`config.mk`:
```
export PLATFORM = sky130hd
export DESIGN_NAME = sebd_front
export DESIGN_NICKNAME = d
export VERILOG_FILES = /design/src/rtl/sebd_pkg.sv /design/src/rtl/sebd_front.sv
export SDC_FILE = /design/constraint.sdc
export NUM_CORES = 1
export LEC_CHECK = 0
export BUFFER_PORTS_ARGS = -buffer_cell sky130_fd_sc_hd__buf_2
export CORE_ASPECT_RATIO = 0.5
export CORE_MARGIN = 4
export CORE_UTILIZATION = 44
export CTS_CLUSTER_DIAMETER = 200
export DETAILED_ROUTE_END_ITERATION = 6
export HOLD_SLACK_MARGIN = 0.03
export PLACE_DENSITY = 0.68
export SYNTH_ARGS = -nofsm -noshare
export SYNTH_HDL_FRONTEND = slang
export SYNTH_SLANG_ARGS = --single-unit
```
`constraint.sdc`:
```
create_clock -name clk -period 6.6 [get_ports clk]
set_input_delay 1.32 -clock clk [delete_from_list [all_inputs] [get_ports clk]]
set_output_delay 1.32 -clock clk [all_outputs]
set_load 0.1 [all_outputs]
```
`src/rtl/sebd_pkg.sv`:
```
package sebd_pkg;

  localparam int BAND_W = 9;

  typedef struct packed {
    logic signed [23:0] bin_real;
    logic signed [23:0] bin_imag;
    logic               last_bin;
  } in_item_t;

  typedef struct packed {
    logic       is_pulse;
    logic [6:0] trigger_band;
  } out_item_t;

  typedef struct packed {
    logic              wr;
    logic              fin;
    logic [BAND_W-1:0] band;
    logic [31:0]       data;
  } qent_t;

  typedef struct packed {
    logic [11:0] mean_threshold;
    logic [31:0] deviation_threshold;
    logic [6:0]  history_depth;
  } cfg_t;

  typedef enum logic [1:0] {
    CFG_MEAN_THR  = 2'd0,
    CFG_DEV_THR   = 2'd1,
    CFG_DEPTH     = 2'd2,
    CFG_UNUSED    = 2'd3
  } cfg_idx_t;

  typedef enum logic [3:0] {
    ST_IDLE, ST_ZFILL, ST_CNT, ST_NN, ST_DT, ST_XRD, ST_SUM, ST_SWAIT,
    ST_DEV, ST_DWAIT1, ST_DWAIT2, ST_CMP, ST_OUT
  } bst_t;

  typedef enum logic [1:0] {
    TAG_NONE, TAG_X, TAG_SUM, TAG_DEV
  } rtag_t;

  function automatic int n_groups(int fft);
    int start;
    int size;
    int n;
    start = 0;
    size = 8;
    n = 0;
    while (start + size <= fft / 4) begin
      n++;
      start += size;
      size = size * 2;
    end
    return n;
  endfunction

  function automatic int n_bands(int fft);
    int n;
    n = fft / 16 + n_groups(fft);
    return (n < fft / 16 + 32) ? n : fft / 16 + 32;
  endfunction

endpackage

```
`src/rtl/sebd_front.sv`:
```
module sebd_front #(
  parameter int FFT_SIZE = 1024
) (
  input  logic               clk,
  input  logic               rst_n,
  input  logic               in_push,
  output logic               in_full,
  input  sebd_pkg::in_item_t in_item,
  input  logic               q_full,
  output logic               q_push,
  output sebd_pkg::qent_t    q_ent
);

  localparam int PW  = $clog2(FFT_SIZE + 1);
  localparam int Q   = FFT_SIZE / 4;
  localparam int H   = FFT_SIZE / 2;
  localparam int NB1 = Q / 4;
  localparam int NG  = sebd_pkg::n_groups(FFT_SIZE);
  localparam int NBT = sebd_pkg::n_bands(FFT_SIZE);
  localparam int END2 = (8 << NG) - 8;

  logic [PW-1:0] pos_r, pos_nxt;
  logic [31:0]   acc_r, acc_nxt;
  logic          acc_ok;
  logic          use_bin;
  logic          closes;
  logic [PW-1:0] off;
  logic [sebd_pkg::BAND_W-1:0] band;
  logic [sebd_pkg::BAND_W-1:0] kcnt;
  logic [24:0]   ar, ai;
  logic [32:0]   sum;
  logic [31:0]   sat;

  function automatic logic [24:0] abs24(input logic [23:0] x);
    return x[23] ? (25'h1000000 - {1'b0, x}) : {1'b0, x};
  endfunction

  always_comb begin
    off = pos_r - PW'(Q);
    kcnt = '0;
    closes = 1'b0;
    use_bin = 1'b0;
    band = '0;
    if (pos_r < PW'(Q)) begin
      use_bin = 1'b1;
      band = sebd_pkg::BAND_W'(pos_r >> 2);
      closes = (pos_r[1:0] == 2'b11);
    end else if (pos_r < PW'(H) && off < PW'(END2)) begin
      use_bin = 1'b1;
      for (int i = 0; i < NG; i++) begin
        if (off >= PW'((8 << (i + 1)) - 8)) begin
          kcnt = kcnt + 1'b1;
        end
        if (off + 1'b1 == PW'((8 << (i + 1)) - 8)) begin
          closes = 1'b1;
        end
      end
      band = sebd_pkg::BAND_W'(NB1) + kcnt;
    end
    acc_ok = use_bin && (band < sebd_pkg::BAND_W'(NBT));
  end

  assign ar  = abs24(in_item.bin_real);
  assign ai  = abs24(in_item.bin_imag);
  assign sum = {1'b0, acc_r} + 33'(ar) + 33'(ai);
  assign sat = sum[32] ? 32'hFFFF_FFFF : sum[31:0];

  assign in_full = q_full;

  always_comb begin
    pos_nxt = pos_r;
    acc_nxt = acc_r;
    q_push  = 1'b0;
    q_ent.wr   = acc_ok && closes;
    q_ent.fin  = in_item.last_bin;
    q_ent.band = band;
    q_ent.data = sat;
    if (in_push && !q_full) begin
      if (acc_ok) begin
        acc_nxt = closes ? 32'd0 : sat;
      end
      if (pos_r < PW'(FFT_SIZE)) begin
        pos_nxt = pos_r + 1'b1;
      end
      if (in_item.last_bin) begin
        pos_nxt = '0;
        acc_nxt = '0;
      end
      q_push = (acc_ok && closes) || in_item.last_bin;
    end
  end

  always_ff @(posedge clk) begin
    if (!rst_n) begin
      pos_r <= '0;
      acc_r <= '0;
    end else begin
      pos_r <= pos_nxt;
      acc_r <= acc_nxt;
    end
  end

endmodule

```
==> impl_metrics.tcl <==
set metrics [dict create \
    outcome "complete, but fails checks" \
    violations "negative setup slack" \
    layout_setup_ws_ns -0.605 \
    fmax_mhz 139 \
    yosys.area_share.simple_pct 21.2 \
    synth_compound_area_share_pct 25.3 \
    endpoint_kind "output pin" \
    ys.warnings.count 0 \
    wirelength_um 17400 \
    rows 29 \
    clockBufferDepth 2 \
    grt.total_usage_pct 22.0 \
    synth.area.mux_share_pct 0.725 \
    antenna_found_initial 0 \
    core_area_um2 12700 \
    cp_data_required_time_ns 5.28 \
    clockRootBuffer "clkbuf_16" \
    synth_top_area_share_pct 15.1 \
    hp-class "flop to flop" \
    synth_edf_count 0 \
    crit_path_start_kind "primary input" \
    period_needed_ns 7.20 \
    nets 1064 \
    cts_tree "done" \
    clk_pin_slew_worst_paths_ns 0.07 \
    grt_max_degree 59 \
    cts-htree-levels 2 \
    critPathKind "primary input to output pin" \
    netlist_top_cells_area "dfxtp_1 (15%), fa_1 (9.1%), ha_1 (7.5%)" \
    fin_crit_sh_pct 109 \
    start_util_pct 45.0 \
    yosysUniqueCellTypes 71 \
    clock_latency_ns 0.29 \
    hold_viol 0 \
    dr_total_vias 6157 \
    async_flop_share_pct 0 \
    placed_cell_area_um2 8080 \
    p_leak_nw 3.80 \
    final_cell_area_um2 8480 \
    final_antenna_net_count 0 \
    hold_ws_ns 0.496 \
    dieArea_um2 14900 \
    synth_top_family_by_area "compound AO/OA/AOI/OAI gates" \
    syn_inst 760 \
    wl_per_cell_um 15.5 \
    cts_sinks 43 \
    drcViolationCount 0 \
    rsz0062_at_grt "yes" \
    cts_buffers 5 \
    setup_violations 32 \
    relSlewSlack_pct 37.1 \
    vdd_drop_max_mv 0.625 \
    routabilityCongestion 0.963 \
    via_per_inst 5.49 \
    avgSynthCellArea_um2 7.50 \
    overflow 0 \
    die_h_um 88.5 \
    drtIter0Drc 403 \
    p_per_area_nw_per_um2 413 \
    antenna_cells 0 \
    finalMaxSlewViolations 0 \
    area_growth_pct 48.9 \
    clock_skew_ns 0.00525 \
    port-buffer-count 95 \
    yosysMostFrequentCell "inv_1" \
    yosys-top-cells-count "inv_1 (101), nand2_1 (64), nor2_1 (64)" \
    synth_adder_area_share_pct 16.6 \
    cap_violations 0 \
    r2r_setup_slack_ns 2.21 \
    fin_setup_tns_ns -17.35 \
    io_pins 98 \
    post-dp-hpwl_um 13400 \
    ys_ff_latch 43 \
    synth-xor-area-share_pct 10.6 \
    first_pass_iters 5 \
    critPathMaxFanout 6 \
    netlist_area_um2 5700 \
    grt_pass1_vias 5735 \
    drive_above_1_share_pct 33.6 \
    ys.flop_type "dfxtp_1" \
    arrival_ns 5.88 \
    grt_pass1_wl_um 26900 \
    synth_top_area_cell "dfxtp_1" \
    worstMarginPinSlew_ns 0.937 \
    ys_seq_area_share_pct 15.1 \
    postCtsHoldBufs 0 \
    die_w_um 169 \
]
==> layout by cell type (no fill, tap or decap), types with 6 or more instances in the layout <==
master and instances:
nor2_1 54, buf_2 59, buf_12 36, nor4_1 8, a21oi_1 36, ha_1 30
clkinvlp_4 11, a211oi_1 17, a21o_1 9, xor2_1 42, nor3_1 12, or3_1 7
clkbuf_16 6, buf_4 116, nand2_1 44, dfxtp_1 43, nand2_8 16, buf_6 6
o21ai_0 37, inv_1 87, fa_1 26, o211ai_1 6, o31ai_1 9, a21oi_2 6
nand3_1 21, nor2b_1 9, and2_1 12, and3_1 10, a311oi_1 14, nor2_4 8
xnor2_1 24, o21a_1 8
==> final cells by class <==
type	instances	area, um2
repair buffers	219	2010
clock buffers	6	129
clock inverters	1	30.0
inverters	102	427
multi-input cells	580	4820
fillers	998	4180
well taps	170	213
flip-flops and latches	43	861
==> state kept, by name, summed over array words and instances (netlist names) <==
signal and cells:
pos_r 11, acc_r 32
==> repair_timing <==
action | 4_1_cts | 5_1_grt
setup endpoints to repair | 32 | 32
buffers inserted | 7 | 1
pin swaps | 13 | 6
gates resized for setup | 16 | 14
gates cloned | 1 | 1
==> worst max-delay path, cell delays in order <==
cell     delay (ns)
buf_6          0.09
or4_4          0.53
or3_4          0.40
or3_4          0.39
or2_4          0.27
o41ai_4        0.22
xor2_1         0.12
fa_1           0.51
inv_2          0.05
ha_4           0.27
a21oi_4        0.05
o21a_1         0.19
buf_4          0.14
a311o_1        0.32
nor2_2         0.12
buf_4          0.13
nand4_1        0.13
buf_4          0.21
buf_12         0.16
nand2_4        0.08
buf_12         0.16
==> power by group <==
part | switching (W) | total (W) | internal (W)
Sequential | 0.0000100 | 0.000286 | 0.000276
Combinational | 0.00177 | 0.00293 | 0.00115
Clock | 0.000115 | 0.000292 | 0.000177
Total | 0.00190 | 0.00350 | 0.00161
==> per-layer routing <==
metal	wire length [um]	GRT usage, %
met4	366	5.30
met2	8610	40.1
met1	7460	27.9
met3	991	3.57
met5	0	0
==> cell families (layout without fill, tap and decap cells) <==
| group | Yosys count | count (layout) |
|---|---|---|
| XOR/XNOR | 69 | 69 |
| flip-flops | 43 | 43 |
| AND/OR/NAND/NOR | 242 | 242 |
| multiplexers | 4 | 4 |
| AO/OA/AOI/OAI | 201 | 201 |
| adder cells (fa/ha/maj) | 60 | 60 |
| buffers and inverters | 140 | 328 |
| other | 1 | 4 |
==> through the flow <==
| step | utilization (%) | total power [W] | std cells | worst slack [ns] |
|---|---|---|---|---|
| after floorplan | - | 0.00217 | 763 | -0.456 |
| after global placement | 63.8 | 0.00316 | 1104 | -0.579 |
| after detailed placement | 63.8 | 0.00318 | 1104 | -0.652 |
| after CTS | 66.3 | 0.00349 | 1119 | -0.573 |
| after global routing | 67.0 | 0.00366 | 1121 | -0.738 |
| final | 67.0 | 0.00350 | 1121 | -0.605 |
==> path summary, 6_finish.rpt <==
path	from	to	depth (start not counted)
hold reg to reg	acc_r[6]	acc_r[6]	2
setup / recovery	in_item[5]	q_ent[23]	21
hold / removal	acc_r[6]	acc_r[6]	2
setup reg to reg	pos_r[8]	acc_r[27]	14
Note: power is estimated with default switching activity, not from simulation.
