[src/rtl/sebd_pkg.sv]
package sebd_pkg;

  localparam int BAND_W = 9;

  typedef struct packed {
    logic signed [23:0] bin_real;
    logic signed [23:0] bin_imag;
    logic               last_bin;
  } in_item_t;

  typedef struct packed {
    logic       is_pulse;
    logic [6:0] trigger_band;
  } out_item_t;

  typedef struct packed {
    logic              wr;
    logic              fin;
    logic [BAND_W-1:0] band;
    logic [31:0]       data;
  } qent_t;

  typedef struct packed {
    logic [11:0] mean_threshold;
    logic [31:0] deviation_threshold;
    logic [6:0]  history_depth;
  } cfg_t;

  typedef enum logic [1:0] {
    CFG_MEAN_THR  = 2'd0,
    CFG_DEV_THR   = 2'd1,
    CFG_DEPTH     = 2'd2,
    CFG_UNUSED    = 2'd3
  } cfg_idx_t;

  typedef enum logic [3:0] {
    ST_IDLE, ST_ZFILL, ST_CNT, ST_NN, ST_DT, ST_XRD, ST_SUM, ST_SWAIT,
    ST_DEV, ST_DWAIT1, ST_DWAIT2, ST_CMP, ST_OUT
  } bst_t;

  typedef enum logic [1:0] {
    TAG_NONE, TAG_X, TAG_SUM, TAG_DEV
  } rtag_t;

  function automatic int n_groups(int fft);
    int start;
    int size;
    int n;
    start = 0;
    size = 8;
    n = 0;
    while (start + size <= fft / 4) begin
      n++;
      start += size;
      size = size * 2;
    end
    return n;
  endfunction

  function automatic int n_bands(int fft);
    int n;
    n = fft / 16 + n_groups(fft);
    return (n < fft / 16 + 32) ? n : fft / 16 + 32;
  endfunction

endpackage

[src/rtl/sebd_fifo.sv]
module sebd_fifo (
  input  logic            clk,
  input  logic            rst_n,
  input  logic            push,
  input  sebd_pkg::qent_t wdata,
  output logic            full,
  input  logic            pop,
  output logic            empty,
  output sebd_pkg::qent_t rdata
);

  sebd_pkg::qent_t ent_r [4];
  logic [1:0] wp_r, rp_r;
  logic [2:0] cnt_r;
  logic       do_push, do_pop;

  assign full    = (cnt_r == 3'd4);
  assign empty   = (cnt_r == 3'd0);
  assign rdata   = ent_r[rp_r];
  assign do_push = push && !full;
  assign do_pop  = pop && !empty;

  always_ff @(posedge clk) begin
    if (do_push) begin
      ent_r[wp_r] <= wdata;
    end
  end

  always_ff @(posedge clk) begin
    if (!rst_n) begin
      wp_r  <= '0;
      rp_r  <= '0;
      cnt_r <= '0;
    end else begin
      if (do_push) begin
        wp_r <= wp_r + 1'b1;
      end
      if (do_pop) begin
        rp_r <= rp_r + 1'b1;
      end
      cnt_r <= cnt_r + 3'(do_push) - 3'(do_pop);
    end
  end

endmodule

[config.mk]
export PLATFORM = sky130hd
export DESIGN_NAME = sebd_fifo
export DESIGN_NICKNAME = d
export VERILOG_FILES = /design/src/rtl/sebd_pkg.sv /design/src/rtl/sebd_fifo.sv
export SDC_FILE = /design/constraint.sdc
export NUM_CORES = 1
export LEC_CHECK = 0
export BUFFER_PORTS_ARGS = -buffer_cell sky130_fd_sc_hd__buf_4
export CORE_MARGIN = 2
export CORE_UTILIZATION = 50
export CTS_CLUSTER_SIZE = 12
export DETAILED_ROUTE_END_ITERATION = 8
export PLACE_DENSITY = 0.71
export SYNTH_ARGS = -nofsm -noshare
export SYNTH_HDL_FRONTEND = slang
export SYNTH_SLANG_ARGS = --single-unit
[constraint.sdc]
create_clock -name clk -period 3.1 [get_ports clk]
set_clock_uncertainty 0.15 [all_clocks]
set_input_delay 0 -clock clk [delete_from_list [all_inputs] [get_ports clk]]
set_output_delay 0 -clock clk [all_outputs]
set_load 0.01 [all_outputs]
==> summary.txt, run 1 <==
Status
  • Outcome: completed

Clock tree
  • CTS max path bufs: 2
  • Clock tree sinks: 181
  • H-tree depth: 4
  • CTS resizes: 0
  • CTS tree: built
  • TritonCTS buffer count: 17
  • Root buffer cell: clkbuf_16
  • Worst-path clk slew: 60 ps
  • Clk_lat worst skew: 420 ps

Floorplanning
  • Die W: 120 um
  • Initial Util: 0.511
  • Core region area: 0.0132 mm2
  • Die height: 120 um
  • Area of the die: 0.0144 mm2
  • Site Rows: 42
  • I/O pin cnt: 92

Final layout
  • Area Overhead vs Synth: 28.6%
  • Antenna Cells: 0
  • Post-Layout Inst Area: 0.00867 mm2
  • Share of layout cells above drive strength 1: 0.404
  • Final core occ: 0.658
  • Net count of the finished layout: 482

Synth
  • Synth Area per Inst: 24.4 um2
  • Cell Area, Synth: 0.00675 mm2
  • Sequential share of the synthesized area: 0.792
  • Ys Warns: 0
  • Synth Net Count: 330
  • Post-Synthesis Cells: 276
  • Yosys reg bits: 181
  • Synth cell types: 22

Global routing
  • GRT Util Overall: 0.169
  • First-pass GRT wire length: 17,700 um
  • Largest net degree at the start of global routing: 44
  • Vias in the first global route: 3,394
  • Overflow after GRT: 0
  • Initial antenna violation count: 0

STA
  • Least-Margin Pin Slew: 582 ps
  • Min Hold Slack: 166 ps
  • Final setup fails: 0
  • RSZ-0062 raised after global routing: false
  • FMAX: 392 MHz
  • Pins Over Slew Limit: 0
  • Worst rel slew slack: 0.612
  • Final Cycle Share: 0.823
  • Setup TNS: 0 ps
  • Minimum clock period: 2550 ps
  • Final hold vios: 0

Placed design
  • DP Area: 0.00764 mm2
  • Port Buffer Count: 91
  • Detailed placement HPWL: 6830 um
  • GP Congestion: 0.708

Min path
  • Worst Hold Class: primary input to flip-flop

Pwr
  • Max VDD drop: 0.376 mV
  • Leakage: 2.98 nW
  • P per Cell Area: 763 mW/mm2

Run
  • Max-cap check violation count: 0

Drt
  • Post-DR wirelength/cell: 18.6 um
  • Drt first pass iters: 4
  • Drt first-iter violations: 246
  • Routed WL: 11,500 um
  • DRC violations left: 0
  • Vias: 3,225
  • Antenna viol nets, final: 0
  • Vias per std cell: 5.23

Critical path
  • Largest fanout on the critical path: 7
  • Worst EP arrival: 2720 ps
  • CP Data Required Time: 3270 ps
  • Crit Path Category: flip-flop to flip-flop
  • Startpoint types: flip-flop
  • Critical path endpoint category: flip-flop
## through the flow
stage / total power, W / setup slack [ps] / std cells
2_1_floorplan: 0.00403 / 738 / 276
3_3_place_gp: 0.00459 / 638 / 539
3_5_place_dp: 0.00462 / 558 / 539
4_1_cts: 0.00670 / 543 / 617
5_1_grt: 0.00690 / 337 / 617
6_report: 0.00662 / 550 / 617
## routing by layer
layer	vias up	GRT usage	wire [um]
li1	1465	-	-
met2	106	0.259	5530
met4	0	0.0618	127
met1	1642	0.224	5020
met5	-	0	0
met3	12	0.0627	820
## worst max-delay path, stage by stage, from the launching register on
cell and delay [ps]:
dfxtp_1 340, nor3b_2 170, nor2b_1 380, inv_1 90, ha_1 290, inv_1 40, ha_1 180, fa_1 380
xnor2_1 190, xnor2_1 90, and2_1 150
## power breakdown
part	internal, W	total (W)	switching, W
sequential	0.00297	0.00313	0.000161
clock	0.00112	0.00204	0.000912
combinational	0.000826	0.00145	0.000627
total	0.00492	0.00662	0.00170
## cells in the final DEF, fill, tap and decap left out, types with 6 or more instances in the layout
master	instances
inv_1	6
dlygate4sd3_1	46
ha_1	6
mux4_2	40
dfxtp_1	7
buf_4	95
edfxtp_1	172
clkbuf_16	17
nand2_1	6
inv_6	8
## area by class of cell
class / instances / area [um2]
clock buffer: 17 / 425
clock inverter: 15 / 143
fill: 868 / 4520
inverter: 6 / 22.5
multi-input combinational: 77 / 1260
sequential: 181 / 5350
tap: 176 / 220
timing repair buffer: 145 / 1250
## Yosys cell counts
cell type	n	area [um2]
buf_6	1	11.3
mux4_1	3	78.8
mux4_2	40	901
mux2i_1	2	20.0
ha_1	6	75.1
dfxtp_1	9	180
fa_1	1	20.0
nand4bb_1	1	11.3
xnor2_1	2	17.5
buf_12	4	80.1
buf_2	5	25.0
nor3b_2	1	12.5
nor3_2	1	10.0
and2_1	7	43.8
or3_1	1	6.26
o21ai_0	3	15.0
clkbuf_1	2	7.51
nand2_1	6	22.5
edfxtp_1	172	5160
a21boi_1	1	7.51
nor2b_1	2	12.5
inv_1	6	22.5
## registers in the layout, summed over array words and instances, names as in the netlist, named ones only
register	cells
ent_r	172
cnt_r	3
rp_r	2
wp_r	2
## worst paths after layout
| check | startpoint | endpoint | slack [ps] | depth (start not counted) |
|---|---|---|---|---|
| setup / recovery | cnt_r[2] | cnt_r[2] | 550 | 10 |
| hold / removal | wdata[0] | ent_r[1][0] | 170 | 2 |
| setup reg to reg | cnt_r[2] | cnt_r[2] | 550 | 10 |
| hold reg to reg | rp_r[0] | flip-flop | 340 | 2 |
## kinds of logic after synthesis
group / count (synthesis) / share of synthesized area
adders and majority gates: 7 / 0.0141
muxes: 45 / 0.148
and+or+nand+nor: 19 / 0.0176
xor gates and xnor gates: 2 / 0.00260
buffers and inverters: 18 / 0.0217
AOI/OAI and AO/OA: 4 / 0.00334
DFF: 181 / 0.792
## repair_timing
| item | in CTS | in global routing |
|---|---|---|
| hold buffers | 46 | 0 |
| setup buffers | 0 | 0 |
| hold endpoints to repair | 181 | 0 |
Power figures use the tool's default switching activity.
==> inputs of run 2 (changes only) <==
ABC_AREA = 1   (was unset)
PLACE_DENSITY = 0.74   (was 0.71)
clock period = 2.2 ns   (was 3.1 ns; I/O delays follow)
==> run 2 against run 1 <==
  * Largest cell class unchanged
  * Non-clock buffer count increased by 7
  * Global-route usage grew 3.7 points
  * Synthesized area rose by 1.4%
  * Sequential share of layout area decreased by 1.6 points
  * First-iteration DRC count up 64%
  * Critical path depth is 6 lower
  * Synthesized cell count increased by 75%
  * Worst setup slack got worse by 350 ps
  * Via count rose by 36%
  * Design area up 2.7%
  * Register-to-register slack got worse by 340 ps
==> summary.txt, run 2 <==
Status
  • Outcome: completed

Final layout
  • Fillers: 927 (+6.8%)
  • Registers with the most flip-flops: ent_r: 172 flops, cnt_r: 3 flops
  • Leading cell type in the layout, fill and taps excluded: edfxtp_1
  • Antenna Cells: 0 (unchanged)
  • Commonest cells after routing, fill and taps aside: edfxtp_1 (172), buf_4 (99), nor2_1 (93), o21ai_0 (79), dlygate4sd3_1 (46)
  • Multi-input logic area: 0.00129 mm2 (+2.9%)
  • Area Overhead vs Synth: 30.3%
  • Share of layout cells above drive strength 1: 0.231 (-0.173)
  • FF+latch area: 0.00535 mm2 (unchanged)
  • Final core occ: 0.670 (+0.0126)
  • Net count of the finished layout: 682 (+41%)
  • Post-Layout Inst Area: 0.00891 mm2 (+2.7%)
  • Largest register by flop count: ent_r
  • Largest register FFs: 172 (unchanged)

Drt
  • Drt first-iter violations: 404 (+64%)
  • Vias: 4,381 (+36%)
  • Routed WL: 14,400 um (+25%)
  • Drt first pass iters: 5 (+1)
  • DRC violations left: 0 (unchanged)
  • Vias per std cell: 5.36 (+2.6%)
  • Antenna viol nets, final: 0 (unchanged)
  • Post-DR wirelength/cell: 17.6 um (-5.5%)

Synth
  • Ys Warns: 0 (unchanged)
  • Synth cell types: 17 (-23%)
  • Synth Net Count: 537 (+63%)
  • Cell Area, Synth: 0.00684 mm2 (+1.4%)
  • Top cells by area, synth: edfxtp_1 (76%), o21ai_0 (5.8%), nor2_1 (5.4%), o22ai_1 (3.9%), dfxtp_1 (2.6%)
  • Top cells by count, synth: edfxtp_1 (172), nor2_1 (98), o21ai_0 (79)
  • Post-synth EDFFs: 172 (unchanged)
  • Synth Flop Type: edfxtp_1
  • Post-synth ARST share: 0 (unchanged)
  • Yosys reg bits: 181 (unchanged)
  • Leading cell type by number of instances after synthesis: edfxtp_1
  • Share of the synthesized area in the top cell type: 0.755 (-0.0102)
  • Sequential share of the synthesized area: 0.782 (-0.0106)
  • Synth area leader: edfxtp_1
  • Post-Synthesis Cells: 483 (+75%)
  • Synth Area per Inst: 14.2 um2 (-42%)

Placed design
  • Dpl ws: 146 ps (-412 ps)
  • Detailed placement HPWL: 8170 um (+20%)
  • GP Congestion: 0.766 (+8.2%)
  • Port Buffer Count: 91 (unchanged)
  • DP Area: 0.00781 mm2 (+2.2%)

STA
  • RSZ-0062 raised after global routing: false
  • FMAX: 499 MHz
  • Worst rel slew slack: 0.688 (+0.0763)
  • Final Cycle Share: 0.911
  • Pins Over Slew Limit: 0 (unchanged)
  • Final setup fails: 0 (unchanged)
  • Final hold vios: 0 (unchanged)
  • Least-Margin Pin Slew: 467 ps (-114 ps)
  • Minimum clock period: 2000 ps
  • Final Worst Setup Slack: 195 ps (-355 ps)
  • Min Hold Slack: 170 ps (+3.54 ps)

Floorplanning
  • Die W: 121 um (+0.65%)
  • Core region area: 0.0133 mm2 (+0.80%)
  • Die height: 121 um (+0.65%)
  • I/O pin cnt: 92 (unchanged)
  • Initial Util: 0.514 (+0.00283)
  • Site Rows: 42 (unchanged)
  • Area of the die: 0.0146 mm2 (+1.3%)

Clock tree
  • CTS tree: built
  • Clk_lat worst skew: 420 ps (about the same)
  • Root buffer cell: clkbuf_16
  • CTS max path bufs: 2 (unchanged)
  • Postcts setup bufs: 0 (unchanged)
  • Clock tree sinks: 181 (unchanged)
  • H-tree depth: 4 (unchanged)
  • Worst-path clk slew: 70 ps (about the same)
  • TritonCTS buffer count: 17 (unchanged)

Pwr
  • Max VDD drop: 0.745 mV (+98%)
  • Leakage: 3.24 nW (+8.8%)
  • P per Cell Area: 1120 mW/mm2 (+47%)

Global routing
  • Overflow after GRT: 0 (unchanged)
  • Initial antenna violation count: 0 (unchanged)
  • First-pass GRT wire length: 22,500 um (+28%)
  • GRT Util Overall: 0.206 (+0.0370)
  • Vias in the first global route: 4,342 (+28%)
  • Largest net degree at the start of global routing: 65 (+48%)

Run
  • Max-cap check violation count: 0 (unchanged)

Min path
  • Worst Hold Class: primary input to flip-flop

Critical path
  • Startpoint types: flip-flop
  • Worst EP arrival: 1850 ps (-870 ps)
  • CP Data Required Time: 2050 ps (-1220 ps)
  • Critical path endpoint category: output pin
  • Largest fanout on the critical path: 23 (+16)
  • Crit Path Category: flip-flop to output pin
==> run 2: cell count changes after synthesis, moves of 4 or more <==
| cell | change |
|---|---|
| a21oi_1 | +5 |
| and2_1 | -7 |
| buf_12 | -4 |
| buf_4 | +5 |
| buf_6 | +4 |
| clkbuf_1 | +9 |
| inv_1 | +11 |
| mux4_2 | -40 |
| nand2_1 | +8 |
| nand3_1 | +4 |
| nor2_1 | +98 |
| o21ai_0 | +76 |
| o21ai_1 | +7 |
| o22ai_1 | +43 |
==> run 2: final cells by class <==
class                      instances  share of cell area
timing repair buffer             152               0.151
sequential                       181               0.600
clock buffer                      17              0.0477
clock inverter                    15              0.0229
tap                              176              0.0247
inverter                          19             0.00800
multi-input combinational        257               0.145
==> run 2: worst paths after layout <==
path             start          end  slack [ps]  cells past startpoint
max          flip-flop     rdata[7]         200                      4
min           wdata[3]  ent_r[3][3]         170                      2
max reg2reg   cnt_r[1]     cnt_r[2]         210                     10
min reg2reg    rp_r[1]    flip-flop         360                      2
==> run 2: logic make-up after synthesis <==
family,Yosys count,share of synthesized area
DFF,181,0.782
adders and majority gates,7,0.0139
and+or+nand+nor,116,0.0644
buffers and inverters,45,0.0339
AOI/OAI and AO/OA,134,0.106
==> run 2: layer usage <==
metal  track usage  share of wire  vias up
li1              -              -     2077
met1         0.270           0.42     2111
met2         0.337           0.50      173
met3        0.0456          0.067       20
met4        0.0814          0.016        0
met5             0              0        -
==> run 2: worst max-delay path: stages, from the launching register on <==
cell     delay, ps
dfxtp_4        510
buf_4          310
o21ai_0        170
o22ai_1        260
buf_4          160
==> run 2: per-stage QoR <==
stage | cells | power (W) | TNS [ps]
2_1_floorplan | 483 | 0.00571 | -32570
3_3_place_gp | 739 | 0.00677 | 0
3_5_place_dp | 739 | 0.00684 | 0
4_1_cts | 817 | 0.0101 | 0
5_1_grt | 817 | 0.0105 | 0
6_report | 817 | 0.0100 | 0
==> run 2: repair_timing <==
action | 4_1_cts | 5_1_grt
endpoints found under the setup margin | 0 | 7
hold buffers | 46 | 0
resized for setup | 0 | 3
endpoints found under the hold margin | 181 | 0
==> run 2: where the power goes <==
group          internal (W)  switching, W  total [W]
Clock               0.00191       0.00126    0.00317
Combinational       0.00104       0.00146    0.00250
Sequential          0.00420      0.000143    0.00434
==> inputs of run 3 (changes only) <==
CELL_PAD_IN_SITES_DETAIL_PLACEMENT = 1   (was unset)
CELL_PAD_IN_SITES_GLOBAL_PLACEMENT = 2   (was unset)
CORE_UTILIZATION = 36   (was 50)
PLACE_DENSITY = unset   (was 0.74)
PLACE_DENSITY_LB_ADDON = 0.1   (was unset)
SLEW_MARGIN = 20   (was unset)
==> run 3 against run 2 <==
  * Core utilization down 19 points
  * Routed wire length up 9.5%
  * Critical path depth unchanged
  * Non-clock buffer count up 2
  * Via count down 0.80%
  * Combinational power up 2%
  * Final cell count up 7.3%
  * Count of clock-buffer cells in the layout up 1
  * Clock power down 9.8%
  * Total power down 2.9%
  * Worst hold slack worse by 5.3 ps
  * Largest cell class unchanged
  * Highest routed layer unchanged
==> summary.txt, run 3 (synthesis gave the netlist of run 2 again) <==
Status
  • Outcome: completed

Drt
  • Metal-1 WL: 6910 um (+14%)
  • Antenna viol nets, final: 0 (unchanged)
  • Drt first-iter violations: 214 (-47%)
  • Drt first pass iters: 4 (-1)
  • Met3 Wirelength: 520 um (-46%)
  • Met2 WL: 8020 um (+12%)
  • Post-DR wirelength/cell: 18.0 um (+2.0%)
  • Routed WL: 15,700 um (+9.5%)
  • DRC violations left: 0 (unchanged)
  • Vias per std cell: 4.96 (-7.6%)
  • Vias: 4,346 (-0.80%)
  • DR top layer: met4

Global routing
  • Initial antenna violation count: 0 (unchanged)
  • GRT Util Overall: 0.164 (-0.0417)
  • Overflow after GRT: 0 (unchanged)
  • First-pass GRT wire length: 24,600 um (+9.4%)
  • Largest net degree at the start of global routing: 53 (-18%)
  • Vias in the first global route: 4,571 (+5.3%)

Final layout
  • Largest register FFs: 172 (unchanged)
  • Post-Layout Inst Area: 0.00893 mm2 (+0.27%)
  • Final Non-Filler Cells: 877 (+7.3%)
  • FF+latch area: 0.00535 mm2 (unchanged)
  • Leading cell type in the layout, fill and taps excluded: edfxtp_1
  • Fillers: 1,883 (+100%)
  • Area Overhead vs Synth: 30.7%
  • Antenna Cells: 0 (unchanged)
  • Net count of the finished layout: 684 (+0.29%)
  • Largest register by flop count: ent_r
  • Share of layout cells above drive strength 1: 0.227 (-0.00383)
  • Registers with the most flip-flops: ent_r: 172 flops, cnt_r: 3 flops
  • Multi-input logic area: 0.00129 mm2 (-0.39%)
  • Commonest cells after routing, fill and taps aside: edfxtp_1 (172), buf_4 (100), nor2_1 (94), o21ai_0 (79), dlygate4sd3_1 (46)

Placed design
  • GP Congestion: 0.698 (-8.9%)
  • Placed insts: 799 (+8.1%)
  • DP Area: 0.00791 mm2 (+1.3%)
  • Port Buffer Count: 91 (unchanged)
  • Detailed placement HPWL: 9380 um (+15%)

Floorplanning
  • Core region area: 0.0186 mm2 (+40%)
  • Die W: 142 um (+17%)
  • Initial Util: 0.367 (-0.147)
  • Site Rows: 50 (+19%)
  • I/O pin cnt: 92 (unchanged)
  • Area of the die: 0.0201 mm2 (+38%)
  • Die height: 142 um (+17%)

Pwr
  • Max VDD drop: 0.585 mV (-21%)
  • P per Cell Area: 1090 mW/mm2 (-3.1%)
  • Tot Pwr: 0.00973 W (-2.9%)
  • Leakage: 3.21 nW (-0.81%)

Clock tree
  • CTS max path bufs: 2 (unchanged)
  • Postcts setup bufs: 0 (unchanged)
  • Clock tree sinks: 181 (unchanged)
  • Root buffer cell: clkbuf_16
  • H-tree depth: 4 (unchanged)
  • Clk_lat worst skew: 420 ps (about the same)
  • Worst-path clk slew: 70 ps (about the same)
  • CTS tree: built
  • TritonCTS buffer count: 17 (unchanged)

Critical path
  • Startpoint types: flip-flop
  • Worst EP arrival: 1890 ps (+40 ps)
  • Crit Path Category: flip-flop to output pin
  • CP Data Required Time: 2050 ps (about the same)
  • Critical path endpoint category: output pin
  • Largest fanout on the critical path: 52 (+130%)
  • Crit Reg-Reg Startpoint: cnt_r[1]

STA
  • Least-Margin Pin Slew: 565 ps (+98.0 ps)
  • RSZ-0062 raised after global routing: false
  • Minimum clock period: 2040 ps (+33.4 ps)
  • Final setup fails: 0 (unchanged)
  • Final hold vios: 0 (unchanged)
  • Final Cycle Share: 0.926 (+0.0152)
  • FMAX: 491 MHz (-1.6%)
  • Worst rel slew slack: 0.623 (-0.0653)
  • Pins Over Slew Limit: 0 (unchanged)

Min path
  • Worst Hold Class: primary input to flip-flop
  • Hold Crit Start: wdata[0]

Run
  • Max-cap check violation count: 0 (unchanged)
-- run 3: repair_timing --
action	4_1_cts	5_1_grt
hold endpoints to repair	181	0
endpoints found under the setup margin	0	4
gates resized for setup	0	1
hold buffers	46	0
-- run 3: worst paths after layout --
check,to,slack (ps),cells after the start
max,rdata[33],160,4
min,ent_r[0][0],160,2
max reg2reg,cnt_r[2],180,10
min reg2reg,flip-flop,340,2
-- run 3: cell type report --
cell class / count / share of cell area
Inverter: 19 / 0.00798
Tap cell: 234 / 0.0328
Timing Repair Buffer: 154 / 0.154
Sequential cell: 181 / 0.599
Multi-Input combinational cell: 257 / 0.144
Clock buffer: 18 / 0.0480
Clock inverter: 14 / 0.0144
-- run 3: stage by stage --
stage | setup slack (ps) | hold slack (ps) | TNS [ps] | util
finish | 162 | 165 | 0 | 0.479
global route | 7.27 | 149 | 0 | 0.479
CTS | 23.0 | 144 | 0 | 0.479
detailed placement | 158 | 53.6 | 0 | 0.424
global placement | 171 | 50.2 | 0 | 0.424
floorplan | -189 | -56.5 | -32570 | -
-- run 3: per-layer routing --
layer	global-route usage	vias up
met2	0.285	87
met5	0	-
met1	0.202	2160
met3	0.0341	25
li1	-	2074
met4	0.0674	0
-- run 3: critical path, stage by stage (launching register included) --
cell and delay, ps:
dfxtp_2 340, buf_4 430, o21ai_0 180, o22ai_1 260, buf_4 170
-- run 3: report_power, final --
| part | switching [W] | internal (W) | leakage [nW] | total [W] |
|---|---|---|---|---|
| registers | 0.000117 | 0.00420 | 1.65 | 0.00431 |
| logic | 0.00150 | 0.00105 | 1.30 | 0.00255 |
| clock network | 0.00130 | 0.00157 | 0.262 | 0.00286 |
